$ cat src/hw/rtl/rafq_pkg.sv
// Shared constants, codes and control types of the room allocator.
`timescale 1ns / 1ps
`default_nettype none

package rafq_pkg;

  // Sizes of the customer map and the room pool
  localparam int unsigned CUSTOMERS = 1024;
  localparam int unsigned ROOMS     = 1024;

  // Word field widths
  localparam int unsigned CUST_W = 10;
  localparam int unsigned ROOM_W = 11;

  // Derived storage widths
  localparam int unsigned MAP_AW  = $clog2(CUSTOMERS);
  localparam int unsigned PTR_W   = $clog2(ROOMS);
  localparam int unsigned FILL_W  = $clog2(ROOMS + 1);
  localparam int unsigned FRESH_W = $clog2(ROOMS + 2);

  // Operation codes
  localparam logic OP_ARRIVE = 1'b0;
  localparam logic OP_DEPART = 1'b1;

  // Result status codes
  typedef enum logic [1:0] {
    ST_OK        = 2'd0,
    ST_NO_ROOM   = 2'd1,
    ST_NO_DEPART = 2'd2
  } status_e;

  // Commands from the controller to the datapath
  typedef struct packed {
    logic clear;   // write zero into the map at the sweep address
    logic accept;  // capture the input word and read the map
    logic commit;  // apply the event and load the output register
  } ctrl_cmd_t;

  // Status from the datapath to the controller
  typedef struct packed {
    logic clr_last;  // sweep is at the last map entry
    logic out_free;  // output register can take a word this cycle
  } dp_status_t;

endpackage

`default_nettype wire

$ cat src/hw/rtl/rafq_ctrl.sv
// Controller state machine: map clearing sweep, accept and commit sequencing.
`timescale 1ns / 1ps
`default_nettype none

module rafq_ctrl (
  input  wire logic                clk_i,
  input  wire logic                rst_ni,
  input  wire logic                in_valid_i,
  output logic                     in_ready_o,
  input  rafq_pkg::dp_status_t     status_i,
  output rafq_pkg::ctrl_cmd_t      cmd_o
);
  import rafq_pkg::*;

  typedef enum logic [2:0] {
    S_CLEAR  = 3'b001,
    S_IDLE   = 3'b010,
    S_LOOKUP = 3'b100
  } state_e;

  state_e state_q, state_d;

  // Hold the state, start with the clearing sweep
  always_ff @(posedge clk_i or negedge rst_ni) begin
    if (!rst_ni) begin
      state_q <= S_CLEAR;
    end else begin
      state_q <= state_d;
    end
  end

  // Decide the next state and the commands
  always_comb begin
    state_d     = state_q;
    cmd_o       = '0;
    in_ready_o  = 1'b0;
    unique case (state_q)
      S_CLEAR: begin
        cmd_o.clear = 1'b1;
        if (status_i.clr_last) begin
          state_d = S_IDLE;
        end
      end
      S_IDLE: begin
        in_ready_o = 1'b1;
        if (in_valid_i) begin
          cmd_o.accept = 1'b1;
          state_d      = S_LOOKUP;
        end
      end
      S_LOOKUP: begin
        if (status_i.out_free) begin
          cmd_o.commit = 1'b1;
          state_d      = S_IDLE;
        end
      end
      default: begin
        state_d = S_CLEAR;
      end
    endcase
  end

endmodule

`default_nettype wire

$ cat config.mk
export PLATFORM = sky130hd
export DESIGN_NAME = rafq_ctrl
export DESIGN_NICKNAME = d
export VERILOG_FILES = /design/src/hw/rtl/rafq_pkg.sv /design/src/hw/rtl/rafq_ctrl.sv
export SDC_FILE = /design/constraint.sdc
export NUM_CORES = 1
export LEC_CHECK = 0
export CORE_AREA = 2 2 39 41
export CTS_BUF_LIST = sky130_fd_sc_hd__clkbuf_2 sky130_fd_sc_hd__clkbuf_4 sky130_fd_sc_hd__clkbuf_8
export DETAILED_ROUTE_END_ITERATION = 8
export DIE_AREA = 0 0 41 43
export DONT_BUFFER_PORTS = 1
export PLACE_DENSITY = 0.33
export SETUP_SLACK_MARGIN = 0.1
export SYNTH_ARGS = -nofsm -noshare
export SYNTH_HDL_FRONTEND = slang
export SYNTH_SLANG_ARGS = --single-unit
$ cat constraint.sdc
create_clock -name clk_i -period 3.3 [get_ports clk_i]
set_clock_uncertainty 0.15 [all_clocks]
set_input_delay 0.165 -clock clk_i [delete_from_list [all_inputs] [get_ports clk_i]]
set_output_delay 0.165 -clock clk_i [all_outputs]
set_load 0.01 [all_outputs]
==> PnR_summary.wiki <==
{| class="wikitable"
! Metric !! Value
|-
| Result of the run || complete, no violations
|-
| Worst-skew pair later-pin latency || 230 ps
|-
| Floorplan row count || 14
|-
| Capturing element type of the critical path || flop
|-
| Number of setup buffers added after CTS || 0
|-
| Die extent in x || 41 um
|-
| Pre-CTS worst setup slack || 1850 ps
|-
| Max Buffers Root-to-Sink || 2
|-
| Worst-case vdd ir drop || 0.165 mV
|-
| Mean routed wirelength per cell || 10.9 um
|-
| Vias post-DR || 164
|-
| Final design area excluding fillers || 260 sq um
|-
| Fraction of the yosys area taken by sequential cells || 40.7%
|-
| Number of flip-flops in the largest register || 3
|-
| Routed WL || 435 um
|-
| Number of register bits inferred by synthesis || 3
|-
| Root cell of the clock tree || clkbuf_4
|-
| Final number of setup-violating endpoints || 0
|-
| Max-slew violation count || 0
|-
| Critical Path Source Type || flop
|-
| Number of H-tree levels || 1
|-
| Height of the die || 43 um
|-
| Detailed router's first-iteration violation count || 0
|-
| Vias per Instance || 4.10
|-
| Initial antenna violation count || 0
|-
| Slew at the pin closest to its max-slew limit || 440 ps
|-
| Number of nets in the final layout || 30
|-
| Number of top-level design ports || 9
|-
| Mapped Area || 188 sq um
|-
| Total routing resource utilization after global routing || 6.44%
|-
| CP startpoint || state_q[2]$_DFFE_PN0P_
|-
| Cells after Synth || 18
|-
| TritonCTS clock tree || built
|-
| Hold_ws || 35.4 ps
|-
| Maxcap violations || 0
|-
| Leakage Power || 0.104 nW
|-
| Area added between synthesis and finish || 38.7%
|-
| Headroom to the max-slew limit || 70.6%
|-
| Power density over cell area || 826 nW/um^2
|-
| Total power || 0.215 mW
|-
| Critical path class || reg -> reg
|-
| PortBufs || 0
|-
| Overflow left after global routing || 0
|-
| Routability cong. || 0.647
|-
| Layout cell share with drive strength beyond 1 || 25.0%
|-
| Critical path data arrival time || 1750 ps
|-
| Final critical-path share of the clock period || 52.4%
|-
| Global-route wire length before repair || 683 um
|-
| Critical path data required time || 3320 ps
|-
| CP max FO || 9
|-
| Starting density of the core || 13.6%
|-
| Proportion of netlist area held by the largest area contributor || 26.7%
|-
| Area post-placement || 200 sq um
|-
| Number of global-route vias before repair || 148
|-
| Registers with the highest flip-flop counts || state_q x3
|-
| Number of detailed-routing iterations run before antenna repair || 1
|-
| Average cell area after synthesis || 10.4 sq um
|-
| Count of unresolved DRC violations after routing || 0
|-
| Dominant cells by area after synthesis || dfrtp_1 (27%), dfstp_2 (14%), nor3b_1 (8.0%), and4bb_2 (6.7%), a211o_1 (4.7%)
|-
| Die area || 1760 sq um
|-
| Setup repair after global routing missed its margin || no
|-
| Worst Setup Slack, final || 1570 ps
|-
| Maximum achievable frequency || 578 MHz
|-
| Clock slew seen by the registers of the worst setup and hold paths || 40 ps
|-
| Register ranked first by flip-flop count || state_q
|-
| Critical R2R Launch || state_q[2]$_DFFE_PN0P_
|-
| Most area-hungry cell type in the Yosys netlist || dfrtp_1
|-
| Synth cell types || 16
|-
| Number of nets with antenna violations after routing || 0
|-
| Minimum clock period || 1730 ps
|-
| Type of the most critical hold path || in -> async
|-
| Total negative slack for setup checks || 0 ps
|-
| Final Hold Viols || 0
|-
| Post-Syn Nets || 23
|-
| Floorplan core area || 1380 sq um
|-
| CTS Buf Count || 3
|-
| Number of clock sinks seen by CTS || 3
|-
| Number of inserted filler cells in the final layout || 166
|-
| Number of antenna cells inserted || 0
|-
| Number of synthesis warnings || 0
|-
| Pin count of the biggest net entering global routing || 10
|}
## layout by cell type (no fill, tap or decap), drive strengths merged
| cell | n |
|---|---|
| dlygate4sd3 | 3 |
| nand3b | 1 |
| and4bb | 1 |
| nor4b | 1 |
| nor2b | 1 |
| inv | 1 |
| o31ai | 1 |
| clkbuf | 4 |
| and2 | 1 |
| a21oi | 1 |
| o21ai | 1 |
| a211o | 1 |
| nor3b | 2 |
| dfrtp | 2 |
| dfstp | 1 |
| or3b | 1 |
| and3b | 1 |
## synthesized netlist by cell type
master and count:
a211o_1 1, a21oi_1 1, and2_1 1, and3b_1 1
and4bb_2 1, buf_4 1, dfrtp_1 2, dfstp_2 1
inv_1 1, nand3b_1 1, nor2b_1 1, nor3b_1 2
nor4b_1 1, o21ai_0 1, o31ai_1 1, or3b_1 1
## repair_timing
action                    4_1_cts  5_1_grt
hold endpoints to repair        4        0
resized for setup               0        0
hold buffers                    3        0
## metal layers
layer  up-vias  GRT usage (%)  share of wire [%]  routed length [um]
li1         79              -                  -                   -
met5         -              0                  0                   0
met2         3           7.50                 52                 225
met3         0           3.66                3.7                  16
met1        82           6.80                 44                 193
met4         0           8.00                  0                   0
## power by group
part | internal (mW) | total (mW) | leakage (nW) | switching, mW
combinational | 0.0345 | 0.0604 | 0.0488 | 0.0259
clock | 0.0534 | 0.0713 | 0.0184 | 0.0179
sequential | 0.0558 | 0.0832 | 0.0371 | 0.0274
total | 0.144 | 0.215 | 0.104 | 0.0713
## through the flow
step / std cells / util, %
finish: 40 / 18.8
global route: 40 / 18.8
CTS: 40 / 18.8
detailed placement: 33 / 14.5
global placement: 33 / 14.5
floorplan: 18 / -
## critical path: stages, from the launching register on
cell and delay, ps:
dfrtp_1 460, or3b_1 370, a21oi_1 140, dlygate4sd3_1 550
## worst paths after layout
path	to	slack [ps]	cells past startpoint
setup / recovery	state_q[2]$_DFFE_PN0P_	1570	3
hold / removal	state_q[2]$_DFFE_PN0P_	40	1
setup reg to reg	state_q[2]$_DFFE_PN0P_	1570	3
hold reg to reg	state_q[0]$_DFFE_PN1P_	450	1
max in group asynchronous	state_q[0]$_DFFE_PN1P_	2740	1
min in group clk_i	state_q[0]$_DFFE_PN1P_	40	2
## cell type report
cell class	count	area (sq um)	area share [%]
clock buffers	4	30.0	11.5
inverters	1	3.75	1.44
multi-input cells	13	100	38.5
flip-flops and latches	3	76.3	29.3
well taps	16	20.0	7.69
repair buffers	3	30.0	11.5
## logic make-up (layout without fill, tap and decap cells)
| logic type | count (synthesis) | count (layout) | synth area share (%) |
|---|---|---|---|
| buffers and inverters | 2 | 8 | 6.00 |
| and+or+nand+nor | 9 | 9 | 39.3 |
| DFF | 3 | 3 | 40.7 |
| AOI/OAI and AO/OA | 4 | 4 | 14.0 |
(Power assumes the default switching activity.)
